--- src/rtl/core/kst_pkg.sv ---
// ----------------------------------------------------------------------------
// kst_pkg: shared types and constants of the keyword/symbol tokenizer
// Token kinds, token record, character classes and keyword match helpers.
// ----------------------------------------------------------------------------
package kst_pkg;

    // Default counter width (offset, line, symbol length)
    localparam int KST_COUNT_BITS = 16;
    // Width of offset, length and line in a token
    localparam int FIELD_W        = 16;
    // Result queue depth; must hold two tokens of one byte
    localparam int OUT_DEPTH      = 4;
    localparam int OUT_PTR_W      = $clog2(OUT_DEPTH);
    localparam int OUT_CNT_W      = $clog2(OUT_DEPTH + 1);

    // Token kinds
    typedef enum logic [3:0] {
        KIND_END     = 4'd0,
        KIND_INVALID = 4'd1,
        KIND_SYMBOL  = 4'd2,
        KIND_KEYWORD = 4'd3,
        KIND_GREATER = 4'd4,
        KIND_LOWER   = 4'd5,
        KIND_DASH    = 4'd6,
        KIND_OPEN    = 4'd7,
        KIND_CLOSE   = 4'd8
    } t_kind;

    // Characters with a meaning of their own
    localparam logic [7:0] CH_NEWLINE = 8'h0A;
    localparam logic [7:0] CH_GREATER = ">";
    localparam logic [7:0] CH_LOWER   = "<";
    localparam logic [7:0] CH_DASH    = "-";
    localparam logic [7:0] CH_OPEN    = "{";
    localparam logic [7:0] CH_CLOSE   = "}";
    localparam logic [7:0] CH_UNDER   = "_";

    // Keyword texts, left aligned and zero padded to five bytes
    localparam logic [39:0] KW_CASE_TXT  = {"case", 8'h00};
    localparam logic [39:0] KW_RUN_TXT   = {"run", 16'h0000};
    localparam logic [39:0] KW_TRACE_TXT = "trace";
    localparam int          KW_NUM       = 3;
    localparam logic [2:0]  KW_LEN [KW_NUM] = '{3'd4, 3'd3, 3'd5};
    localparam logic [2:0]  KW_MAX_LEN   = 3'd5;

    // One result token
    typedef struct packed {
        logic [3:0]         kind;
        logic [FIELD_W-1:0] start_offset;
        logic [FIELD_W-1:0] length;
        logic [FIELD_W-1:0] start_line;
        logic               last;
    } t_token;

    // Tokens handed to the result queue in one cycle
    typedef struct packed {
        logic [1:0] cnt;
        t_token     tok0;
        t_token     tok1;
    } t_push;

    function automatic logic is_space(logic [7:0] c);
        return (c == 8'h20) || (c >= 8'h09 && c <= 8'h0D);
    endfunction

    function automatic logic is_sym_byte(logic [7:0] c);
        return (c >= "a" && c <= "z") || (c >= "A" && c <= "Z") ||
               (c >= "0" && c <= "9") || (c == CH_UNDER);
    endfunction

    // Kind of a single-byte token
    function automatic t_kind byte_kind(logic [7:0] c);
        t_kind k;
        priority if (c == CH_GREATER) k = KIND_GREATER;
        else if (c == CH_LOWER)       k = KIND_LOWER;
        else if (c == CH_DASH)        k = KIND_DASH;
        else if (c == CH_OPEN)        k = KIND_OPEN;
        else if (c == CH_CLOSE)       k = KIND_CLOSE;
        else                          k = KIND_INVALID;
        return k;
    endfunction

    // Character at position pos of keyword kw (zero past its end)
    function automatic logic [7:0] kw_char(int kw, logic [2:0] pos);
        logic [39:0] txt;
        logic [7:0]  c;
        unique case (kw)
            0:       txt = KW_CASE_TXT;
            1:       txt = KW_RUN_TXT;
            2:       txt = KW_TRACE_TXT;
            default: txt = '0;
        endcase
        unique case (pos)
            3'd0:    c = txt[39:32];
            3'd1:    c = txt[31:24];
            3'd2:    c = txt[23:16];
            3'd3:    c = txt[15:8];
            3'd4:    c = txt[7:0];
            default: c = 8'h00;
        endcase
        return c;
    endfunction

    // Narrow keyword candidates with byte c at run position pos
    function automatic logic [2:0] kw_match(logic [2:0] alive, logic pos_ok,
                                            logic [2:0] pos, logic [7:0] c);
        logic [2:0] res;
        res = alive;
        for (int k = 0; k < KW_NUM; k++) begin
            if (!pos_ok || pos >= KW_LEN[k] || kw_char(k, pos) != c) begin
                res[k] = 1'b0;
            end
        end
        return res;
    endfunction

endpackage

--- src/rtl/core/kst_in_if.sv ---
// ----------------------------------------------------------------------------
// kst_in_if: input byte channel
// Valid/ready channel carrying one content byte or the end marker.
// ----------------------------------------------------------------------------
interface kst_in_if;
    logic       valid;
    logic       ready;
    logic [7:0] ch;
    logic       end_of_content;

    modport source (output valid, output ch, output end_of_content, input ready);
    modport sink   (input valid, input ch, input end_of_content, output ready);
endinterface

--- src/rtl/core/kst_out_if.sv ---
// ----------------------------------------------------------------------------
// kst_out_if: token channel
// Valid/ready channel carrying one token per transfer.
// ----------------------------------------------------------------------------
interface kst_out_if;
    logic        valid;
    logic        ready;
    logic [3:0]  kind;
    logic [15:0] start_offset;
    logic [15:0] length;
    logic [15:0] start_line;
    logic        last;

    modport source (output valid, output kind, output start_offset, output length,
                    output start_line, output last, input ready);
    modport sink   (input valid, input kind, input start_offset, input length,
                    input start_line, input last, output ready);
endinterface

--- src/rtl/core/kst_out_fifo.sv ---
// ----------------------------------------------------------------------------
// kst_out_fifo: token result queue
// Takes up to two tokens per cycle, delivers one per output transfer.
// ----------------------------------------------------------------------------
module kst_out_fifo
    import kst_pkg::*;
(
    input  logic      i_clk,
    input  logic      i_rst_n,
    input  t_push     i_push,
    output logic      o_room2,
    kst_out_if.source o_out
);

    t_token                r_mem [OUT_DEPTH];
    logic [OUT_PTR_W-1:0]  r_wr;
    logic [OUT_PTR_W-1:0]  r_rd;
    logic [OUT_CNT_W-1:0]  r_cnt;
    logic [OUT_PTR_W-1:0]  wr_next;
    logic                  pop;
    t_token                head;

    assign wr_next = r_wr + OUT_PTR_W'(1);
    assign pop     = o_out.valid && o_out.ready;
    assign o_room2 = (r_cnt <= OUT_CNT_W'(OUT_DEPTH - 2));

    // Storage writes
    always_ff @(posedge i_clk) begin
        if (i_push.cnt != 2'd0) begin
            r_mem[r_wr] <= i_push.tok0;
        end
        if (i_push.cnt == 2'd2) begin
            r_mem[wr_next] <= i_push.tok1;
        end
    end

    // Pointers and fill count
    always_ff @(posedge i_clk) begin
        if (!i_rst_n) begin
            r_wr  <= '0;
            r_rd  <= '0;
            r_cnt <= '0;
        end else begin
            r_wr  <= r_wr + OUT_PTR_W'(i_push.cnt);
            r_rd  <= r_rd + OUT_PTR_W'(pop);
            r_cnt <= r_cnt + OUT_CNT_W'(i_push.cnt) - OUT_CNT_W'(pop);
        end
    end

    // Head of queue drives the port
    assign head               = r_mem[r_rd];
    assign o_out.valid        = (r_cnt != '0);
    assign o_out.kind         = head.kind;
    assign o_out.start_offset = head.start_offset;
    assign o_out.length       = head.length;
    assign o_out.start_line   = head.start_line;
    assign o_out.last         = head.last;

endmodule

--- src/rtl/core/keyword_symbol_tokenizer.sv ---
// ----------------------------------------------------------------------------
// keyword_symbol_tokenizer: streaming lexical tokenizer
// Splits a byte stream into symbol, keyword, punctuation and invalid tokens.
// ----------------------------------------------------------------------------
//  Channel | Dir | Transfer carries                  | Per transfer
//  i_in    | in  | ch, end_of_content                | one byte or end marker
//  o_out   | out | kind, start_offset, length,       | one token
//          |     | start_line, last                  |
//
//  One byte is taken per cycle unless the input holds as below; a byte gives
//  zero, one or two tokens. An accepted byte sits in the input register, is
//  classified there and its tokens are written into a four-entry result queue
//  once the queue has room for two tokens; the input register drains only then,
//  so with a stalled output it holds once three or more tokens are queued.
//  Reset (synchronous, active low) clears all counters and empties the queue.
// ----------------------------------------------------------------------------
module keyword_symbol_tokenizer
    import kst_pkg::*;
#(
    parameter int COUNT_BITS = KST_COUNT_BITS
) (
    input  logic      i_clk,
    input  logic      i_rst_n,
    kst_in_if.sink    i_in,
    kst_out_if.source o_out
);

    localparam logic [COUNT_BITS-1:0] CNT_MAX = {COUNT_BITS{1'b1}};
    localparam logic [COUNT_BITS-1:0] CNT_ONE = COUNT_BITS'(1);

    // Input register
    logic                  r_in_valid;
    logic [7:0]            r_ch;
    logic                  r_eoc;

    // Tokenizer state
    logic [COUNT_BITS-1:0] r_offset,  n_offset;
    logic [COUNT_BITS-1:0] r_line,    n_line;
    logic                  r_in_sym,  n_in_sym;
    logic [COUNT_BITS-1:0] r_sym_st,  n_sym_st;
    logic [COUNT_BITS-1:0] r_sym_ln,  n_sym_ln;
    logic [COUNT_BITS-1:0] r_sym_len, n_sym_len;
    logic [2:0]            r_alive,   n_alive;

    logic                  room2;
    logic                  proc;
    logic                  c_space;
    logic                  c_sym;
    logic                  emit_sym;
    logic                  emit_b;
    logic                  is_kw;
    logic [COUNT_BITS-1:0] offset_inc;
    logic [COUNT_BITS-1:0] line_inc;
    logic [COUNT_BITS-1:0] len_inc;
    logic                  pos_ok;
    t_token                sym_tok;
    t_token                b_tok;
    t_push                 push;

    assign proc       = r_in_valid && room2;
    assign i_in.ready = !r_in_valid || room2;

    // Input register load
    always_ff @(posedge i_clk) begin
        if (!i_rst_n) begin
            r_in_valid <= 1'b0;
        end else if (i_in.ready) begin
            r_in_valid <= i_in.valid;
        end
    end

    always_ff @(posedge i_clk) begin
        if (i_in.valid && i_in.ready) begin
            r_ch  <= i_in.ch;
            r_eoc <= i_in.end_of_content;
        end
    end

    // Byte class and saturating increments
    assign c_space    = is_space(r_ch);
    assign c_sym      = is_sym_byte(r_ch);
    assign offset_inc = (r_offset == CNT_MAX) ? r_offset : r_offset + CNT_ONE;
    assign line_inc   = (r_line == CNT_MAX) ? r_line : r_line + CNT_ONE;
    assign len_inc    = (r_sym_len == CNT_MAX) ? r_sym_len : r_sym_len + CNT_ONE;
    assign pos_ok     = (r_sym_len < COUNT_BITS'(KW_MAX_LEN));

    // Keyword when a candidate survived and the run has exactly its length
    assign is_kw = (r_alive[0] && r_sym_len == COUNT_BITS'(KW_LEN[0])) ||
                   (r_alive[1] && r_sym_len == COUNT_BITS'(KW_LEN[1])) ||
                   (r_alive[2] && r_sym_len == COUNT_BITS'(KW_LEN[2]));

    // Which tokens this byte produces
    assign emit_sym = r_in_sym && (r_eoc || !c_sym);
    assign emit_b   = r_eoc || (!c_space && !c_sym);

    // Token of the closed symbol run
    always_comb begin
        sym_tok.kind         = is_kw ? KIND_KEYWORD : KIND_SYMBOL;
        sym_tok.start_offset = FIELD_W'(r_sym_st);
        sym_tok.length       = FIELD_W'(r_sym_len);
        sym_tok.start_line   = FIELD_W'(r_sym_ln);
        sym_tok.last         = !emit_b;
    end

    // End token or single-byte token
    always_comb begin
        b_tok.kind         = r_eoc ? KIND_END : byte_kind(r_ch);
        b_tok.start_offset = FIELD_W'(r_offset);
        b_tok.length       = r_eoc ? '0 : FIELD_W'(1);
        b_tok.start_line   = FIELD_W'(r_line);
        b_tok.last         = 1'b1;
    end

    // Push bundle to the result queue
    always_comb begin
        push.cnt  = proc ? {1'b0, emit_sym} + {1'b0, emit_b} : 2'd0;
        push.tok0 = emit_sym ? sym_tok : b_tok;
        push.tok1 = b_tok;
    end

    // Next state
    always_comb begin
        n_offset  = r_offset;
        n_line    = r_line;
        n_in_sym  = r_in_sym;
        n_sym_st  = r_sym_st;
        n_sym_ln  = r_sym_ln;
        n_sym_len = r_sym_len;
        n_alive   = r_alive;
        if (r_eoc) begin
            n_offset  = '0;
            n_line    = '0;
            n_in_sym  = 1'b0;
            n_sym_st  = '0;
            n_sym_ln  = '0;
            n_sym_len = '0;
            n_alive   = 3'b111;
        end else if (r_in_sym && c_sym) begin
            // run continues
            n_alive   = kw_match(r_alive, pos_ok, r_sym_len[2:0], r_ch);
            n_sym_len = len_inc;
            n_offset  = offset_inc;
        end else begin
            n_in_sym = 1'b0;
            if (c_space) begin
                if (r_ch == CH_NEWLINE) begin
                    n_line = line_inc;
                end
            end else if (c_sym) begin
                // run starts
                n_in_sym  = 1'b1;
                n_sym_st  = r_offset;
                n_sym_ln  = r_line;
                n_sym_len = CNT_ONE;
                n_alive   = kw_match(3'b111, 1'b1, 3'd0, r_ch);
            end
            n_offset = offset_inc;
        end
    end

    always_ff @(posedge i_clk) begin
        if (!i_rst_n) begin
            r_offset  <= '0;
            r_line    <= '0;
            r_in_sym  <= 1'b0;
            r_sym_st  <= '0;
            r_sym_ln  <= '0;
            r_sym_len <= '0;
            r_alive   <= 3'b111;
        end else if (proc) begin
            r_offset  <= n_offset;
            r_line    <= n_line;
            r_in_sym  <= n_in_sym;
            r_sym_st  <= n_sym_st;
            r_sym_ln  <= n_sym_ln;
            r_sym_len <= n_sym_len;
            r_alive   <= n_alive;
        end
    end

    // Result queue
    kst_out_fifo u_out_fifo (
        .i_clk   (i_clk),
        .i_rst_n (i_rst_n),
        .i_push  (push),
        .o_room2 (room2),
        .o_out   (o_out)
    );

endmodule

--- src/flat_wrapper.sv ---
// flat-port wrapper written by rule: the top's interface ports become plain ports
module keyword_symbol_tokenizer_flat import kst_pkg::*;
#(
    parameter int COUNT_BITS = KST_COUNT_BITS
)
  (i_clk, i_rst_n, i_in_valid, i_in_ch, i_in_end_of_content, i_in_ready, o_out_valid, o_out_kind, o_out_start_offset, o_out_length, o_out_start_line, o_out_last, o_out_ready);
  kst_in_if i_in_i ();
  kst_out_if o_out_i ();
  input  logic i_clk;
  input  logic i_rst_n;
  input wire logic [$bits(i_in_i.valid)-1:0] i_in_valid;
  input wire logic [$bits(i_in_i.ch)-1:0] i_in_ch;
  input wire logic [$bits(i_in_i.end_of_content)-1:0] i_in_end_of_content;
  output wire logic [$bits(i_in_i.ready)-1:0] i_in_ready;
  output wire logic [$bits(o_out_i.valid)-1:0] o_out_valid;
  output wire logic [$bits(o_out_i.kind)-1:0] o_out_kind;
  output wire logic [$bits(o_out_i.start_offset)-1:0] o_out_start_offset;
  output wire logic [$bits(o_out_i.length)-1:0] o_out_length;
  output wire logic [$bits(o_out_i.start_line)-1:0] o_out_start_line;
  output wire logic [$bits(o_out_i.last)-1:0] o_out_last;
  input wire logic [$bits(o_out_i.ready)-1:0] o_out_ready;
  assign i_in_i.valid = i_in_valid;
  assign i_in_i.ch = i_in_ch;
  assign i_in_i.end_of_content = i_in_end_of_content;
  assign i_in_ready = i_in_i.ready;
  assign o_out_valid = o_out_i.valid;
  assign o_out_kind = o_out_i.kind;
  assign o_out_start_offset = o_out_i.start_offset;
  assign o_out_length = o_out_i.length;
  assign o_out_start_line = o_out_i.start_line;
  assign o_out_last = o_out_i.last;
  assign o_out_i.ready = o_out_ready;
  keyword_symbol_tokenizer #(.COUNT_BITS(COUNT_BITS)) u_core (.i_clk(i_clk), .i_rst_n(i_rst_n), .i_in(i_in_i), .o_out(o_out_i));
endmodule
--- config.mk ---
export PLATFORM = sky130hd
export DESIGN_NAME = keyword_symbol_tokenizer_flat
export DESIGN_NICKNAME = d
export VERILOG_FILES = /design/src/rtl/core/kst_pkg.sv /design/src/rtl/core/kst_in_if.sv /design/src/rtl/core/kst_out_if.sv /design/src/rtl/core/kst_out_fifo.sv /design/src/rtl/core/keyword_symbol_tokenizer.sv /design/src/flat_wrapper.sv
export SDC_FILE = /design/constraint.sdc
export NUM_CORES = 1
export LEC_CHECK = 0
export BUFFER_PORTS_ARGS = -buffer_cell sky130_fd_sc_hd__buf_2
export CAP_MARGIN = 20
export CORE_MARGIN = 2
export CORE_UTILIZATION = 50
export CTS_BUF_LIST = sky130_fd_sc_hd__clkbuf_2
export CTS_CLUSTER_DIAMETER = 30
export DETAILED_ROUTE_END_ITERATION = 12
export GPL_TIMING_DRIVEN = 0
export PLACE_DENSITY = 0.66
export SYNTH_ARGS = -nofsm -noshare
export SYNTH_HDL_FRONTEND = slang
export SYNTH_HIERARCHICAL = 1
export SYNTH_SLANG_ARGS = --single-unit
--- constraint.sdc ---
create_clock -name i_clk -period 6.52 [get_ports i_clk]
set_input_delay 0.978 -clock i_clk [delete_from_list [all_inputs] [get_ports i_clk]]
set_output_delay 0.978 -clock i_clk [all_outputs]
set_load 0.005 [all_outputs]
==> run summary <==
The largest vdd supply drop is 0.162 mV. The TritonCTS sink count is 313. The final weighted congestion in routability-driven placement came out at a little over 0.9. After Yosys synthesis, and, or, nand and nor cells account for under 10% of the synthesized area. The count of antenna-violating nets left after detailed routing is 0. The number of maximum-capacitance constraint violations came out at 0. The initial standard-cell utilization of the core is between 50% and 60%.

The worst setup path endpoint is u_core/u_out_fifo/r_mem[0][13]$_DFFE_PP_. TritonCTS built the clock tree. The minimum setup slack among reg-to-reg paths came out at between 1.5 and 2 ns. The library cell used most frequently in the layout, excluding fill and tap cells, is mux2_2.

The library cells used most frequently in the layout, excluding fill and tap cells, are mux2_2, edfxtp_1, clkbuf_2. CTS built an H-tree with a depth of 3. The post-synthesis register bit count is 313. Synthesis handed over a netlist of around 1200 instances. STA puts the critical path data arrival time at ~5.5 ns. The net load switching power is roughly 1.3 mW. The average cell area after synthesis came out at 13.7 µm².

between 60 and 70 I/O pins were placed. The area occupied by registers is 8480 µm². After detailed routing, the number of vias per cell comes to 5.65.

The DRC violation count after routing came out at 0. The post-CTS setup repair buffer count came out at 0. After clock tree synthesis, the repair step resized 0 gates.

The root buffer cell is clkbuf_2. The relative slew slack is around 32%. The measured slew at the worst slew-check pin came out at ~1.0 ns.

The share of async-settable or async-resettable flops after synthesis came out at 0%. The die width came out at 182 µm. The multiplexer area fraction after synthesis is between 20% and 30%.

The vertical die dimension came out at 182 µm. The number of antenna violations at the first check in global routing is 2. Overall power consumption after layout is estimated at roughly 4.5 mW. For this run, the detailed router's first-pass iteration total came to 5. The routed design could run at a clock period as short as between 4 and 5 ns. The relative contribution of combinational cells to total power came out at between 10% and 20%.

The largest driver fanout on the critical path is 16. The amount of wire on met3 after detailed routing came out at around 2000 µm. The combined area of the multi-input logic cells is 7190 µm². The register area share after synthesis is between 50% and 60%.

The largest net degree at the start of global routing is 28. The initialized floorplan defines 65 standard-cell rows. The placeable core area is 31400 µm².

The first-iteration detailed-routing DRC count came out at roughly 860. The final setup violation count is 0. The flow ran to the end, and the final reports show no timing, DRC or antenna violations.

The most used flip-flop cell after synthesis is edfxtp_1. The kind of start point of the critical path is a flip-flop. The routed wire length per instance is 20.4 µm. The total detailed-routing wirelength came out at roughly 38000 µm. Net switching is roughly 29% of the power. Hold repair after CTS inserted 0 buffers. The worst register-to-register path begins at u_core/r_ch[1]$_DFFE_PP_.

The adder and majority cell fraction of the synthesized area came out at between 1 and 1.5%. The synthesized cell area came out at approximately 16000 µm². The power share of the clock group came out at approximately a third.

The routed design uses 17800 µm of met2 wire. The clock reaches the later pin of the worst-skew pair after 0.90 ns. The maximum clock frequency came out at 207 MHz. The detailed placer's ending HPWL came out at around 25000 µm. The overall routing resource usage is about a quarter. By area, the combinational part of the netlist is dominated by multiplexers. The area added between synthesis and finish is 13.4%. The number of warnings reported in the yosys synthesis log is 6.

The worst clock skew on the final layout came out at about 0.084 ns. The quantity of I/O buffers inserted on ports is 67. The wire length on met1 came out at 17300 µm. In this run the worst setup path begins at u_core/r_ch[1]$_DFFE_PP_. The area enclosed by the die boundary is approximately 33000 µm².

At the end of the flow, the number of nets in the layout was between 1000 and 1500. The count of fill cells added during filler insertion is about 2700. Dividing total power by cell area gives a power density of ~250 nW/µm².

The share of post-route cells with drive strength above 1 came out at between 40% and 50%. The worst path uses between 70% and 80% of the clock period. The critical path data required time came out at around 7.1 ns.

The via count of the first global-routing pass is ~11000. Setup repair after global routing left no endpoint under its margin. Summing all non-filler instances in the final layout gives an area of between 15000 and 20000 µm². The number of failing hold endpoints at the final stage is 0. The reported leakage power is 6.88 nW. The kind of end point of the critical path is a flip-flop. The xor and xnor fraction of the mapped netlist area came out at 2.16%. The internal power of the cells totals between 3 and 4 mW. The minimum hold slack came out at just over 0.3 ns. The count of flip-flops with a built-in enable after synthesis is about 220. The netlist uses 75 different library cells.

The count of final max-slew check failures is 0. The synthesized netlist devotes between 5 and 6% of its cell area to compound gates. The routed via count came out at 10502. The worst-case clock buffer depth is 3.

The tightest min-delay check is of the in -> reg type. The number of clock buffers inserted by TritonCTS came out at 84. The wire length of the first global-routing pass is 59500 µm. The critical path is of the reg -> reg type.

The setup TNS after final layout came out at 0 ns. The sequential power share came out at 49.7%. Signal routing reaches up to met4. The placed instances occupy a cell area of roughly 17000 µm². The clock-pin slew on the worst setup and hold paths came out at 0.10 ns. The worst register-to-register path ends at u_core/u_out_fifo/r_mem[0][13]$_DFFE_PP_.

The number of cells on the worst reg-to-reg path is 15. The residual overflow from global routing came out at 0.
## power groups by stage
stage          Sequential [mW]  Clock [mW]  Combinational, mW
6_report                  2.24        1.43              0.840
5_1_grt                   2.25        1.58              0.911
4_1_cts                   2.25        1.49              0.853
3_5_place_dp              2.29           0              0.851
3_3_place_gp              2.30           0              0.820
2_1_floorplan             2.28           0              0.537
## registers in the layout (all words and copies together), names as in the netlist
| name | flops |
|---|---|
| u_core/r_in_sym | 1 |
| u_core/r_sym_st | 16 |
| u_core/u_out_fifo/r_wr | 2 |
| u_core/u_out_fifo/r_cnt | 3 |
| u_core/r_sym_ln | 16 |
| u_core/u_out_fifo/r_mem | 212 |
| u_core/r_eoc | 1 |
| u_core/r_offset | 16 |
| u_core/r_in_valid | 1 |
| u_core/u_out_fifo/r_rd | 2 |
| u_core/r_ch | 8 |
| u_core/r_sym_len | 16 |
| u_core/r_line | 16 |
| u_core/r_alive | 3 |
## metrics by stage
step | util [%] | std cells | setup WS [ns]
2_1_floorplan | - | 1221 | 1.36
3_3_place_gp | 53.9 | 1690 | -1.68
3_5_place_dp | 54.6 | 1699 | 1.62
4_1_cts | 57.2 | 1857 | 1.68
5_1_grt | 57.3 | 1859 | 1.45
6_report | 57.3 | 1859 | 1.69
## metal layers
metal  track usage (%)  vias to the layer above
li1                  -                     4943
met1              32.4                     5206
met2              37.3                      297
met3              4.25                       56
met4              7.35                        0
met5                 0                        -
## how the worst min path moves through the flow
stage	depth (start not counted)	start	endpoint	slack, ns
global route	1	i_in_ch[4]	u_core/r_ch[4]$_DFFE_PP_	0.22
detailed placement	1	u_core/r_sym_st[11]$_SDFFE_PN0P_	u_core/r_sym_st[11]$_SDFFE_PN0P_	0.45
floorplan	1	u_core/r_sym_ln[0]$_SDFFE_PN0P_	u_core/r_sym_ln[0]$_SDFFE_PN0P_	0.44
CTS	1	i_in_ch[4]	u_core/r_ch[4]$_DFFE_PP_	0.23
global placement	1	u_core/r_sym_ln[14]$_SDFFE_PN0P_	u_core/r_sym_ln[14]$_SDFFE_PN0P_	0.45
finish	1	i_in_ch[5]	u_core/r_ch[5]$_DFFE_PP_	0.31
## cells in the mapped netlist, drive strengths merged, types with 3 or more instances
cell type / instances / area share [%]
mux2: 244 / 18
edfxtp: 221 / 42
dfxtp: 92 / 12
nor2: 63 / 1.5
mux4: 53 / 7.5
buf: 50 / 1.8
nand2: 49 / 1.2
a21oi: 33 / 1.1
a22o: 30 / 1.7
clkbuf: 28 / 0.66
nand4: 28 / 1.1
xor2: 25 / 1.4
nand3: 24 / 0.76
o21ai: 20 / 0.70
and2: 19 / 0.75
inv: 16 / 0.38
and3: 14 / 0.55
ha: 12 / 0.95
nor3: 11 / 0.38
or3: 11 / 0.43
nor4: 9 / 0.36
xnor2: 9 / 0.50
o31ai: 8 / 0.41
nand2b: 7 / 0.28
mux2i: 6 / 0.38
nor2b: 6 / 0.24
or2: 5 / 0.20
a31oi: 4 / 0.20
and4: 4 / 0.22
nor4b: 4 / 0.32
o21a: 4 / 0.24
a211oi: 3 / 0.14
a2bb2oi: 3 / 0.17
nand4b: 3 / 0.17
o211ai: 3 / 0.17
or4: 3 / 0.14
## critical path: stages, from the launching register on
cell,delay (ns)
edfxtp_1,0.51
nor4_1,0.12
o32ai_2,0.36
o21ai_2,0.23
o21ai_2,0.35
inv_2,0.17
clkbuf_1,0.31
ha_1,0.36
and3_1,0.40
nand4b_1,0.16
buf_2,0.35
buf_2,0.38
o31ai_4,0.30
buf_8,0.25
buf_8,0.17
buf_16,0.17
## cell families (layout without fill, tap and decap cells)
logic type	Yosys count	in the layout
compound gates	129	129
xor+xnor	36	36
fa+ha+maj	13	13
buf+inv	95	329
flops	313	313
mux	303	303
other cells	2	66
simple gates	268	268
## cell type report
cell class	count	area share, %
Timing Repair Buffer	76	2.90
Inverter	17	0.355
Clock inverter	30	1.02
Tap cell	402	2.80
Clock buffer	128	3.56
Sequential cell	313	47.2
Multi-Input combinational cell	813	40.0
Buffer	78	2.16
Antenna cell	2	0.0278
Note: power is estimated with default switching activity, not from simulation.
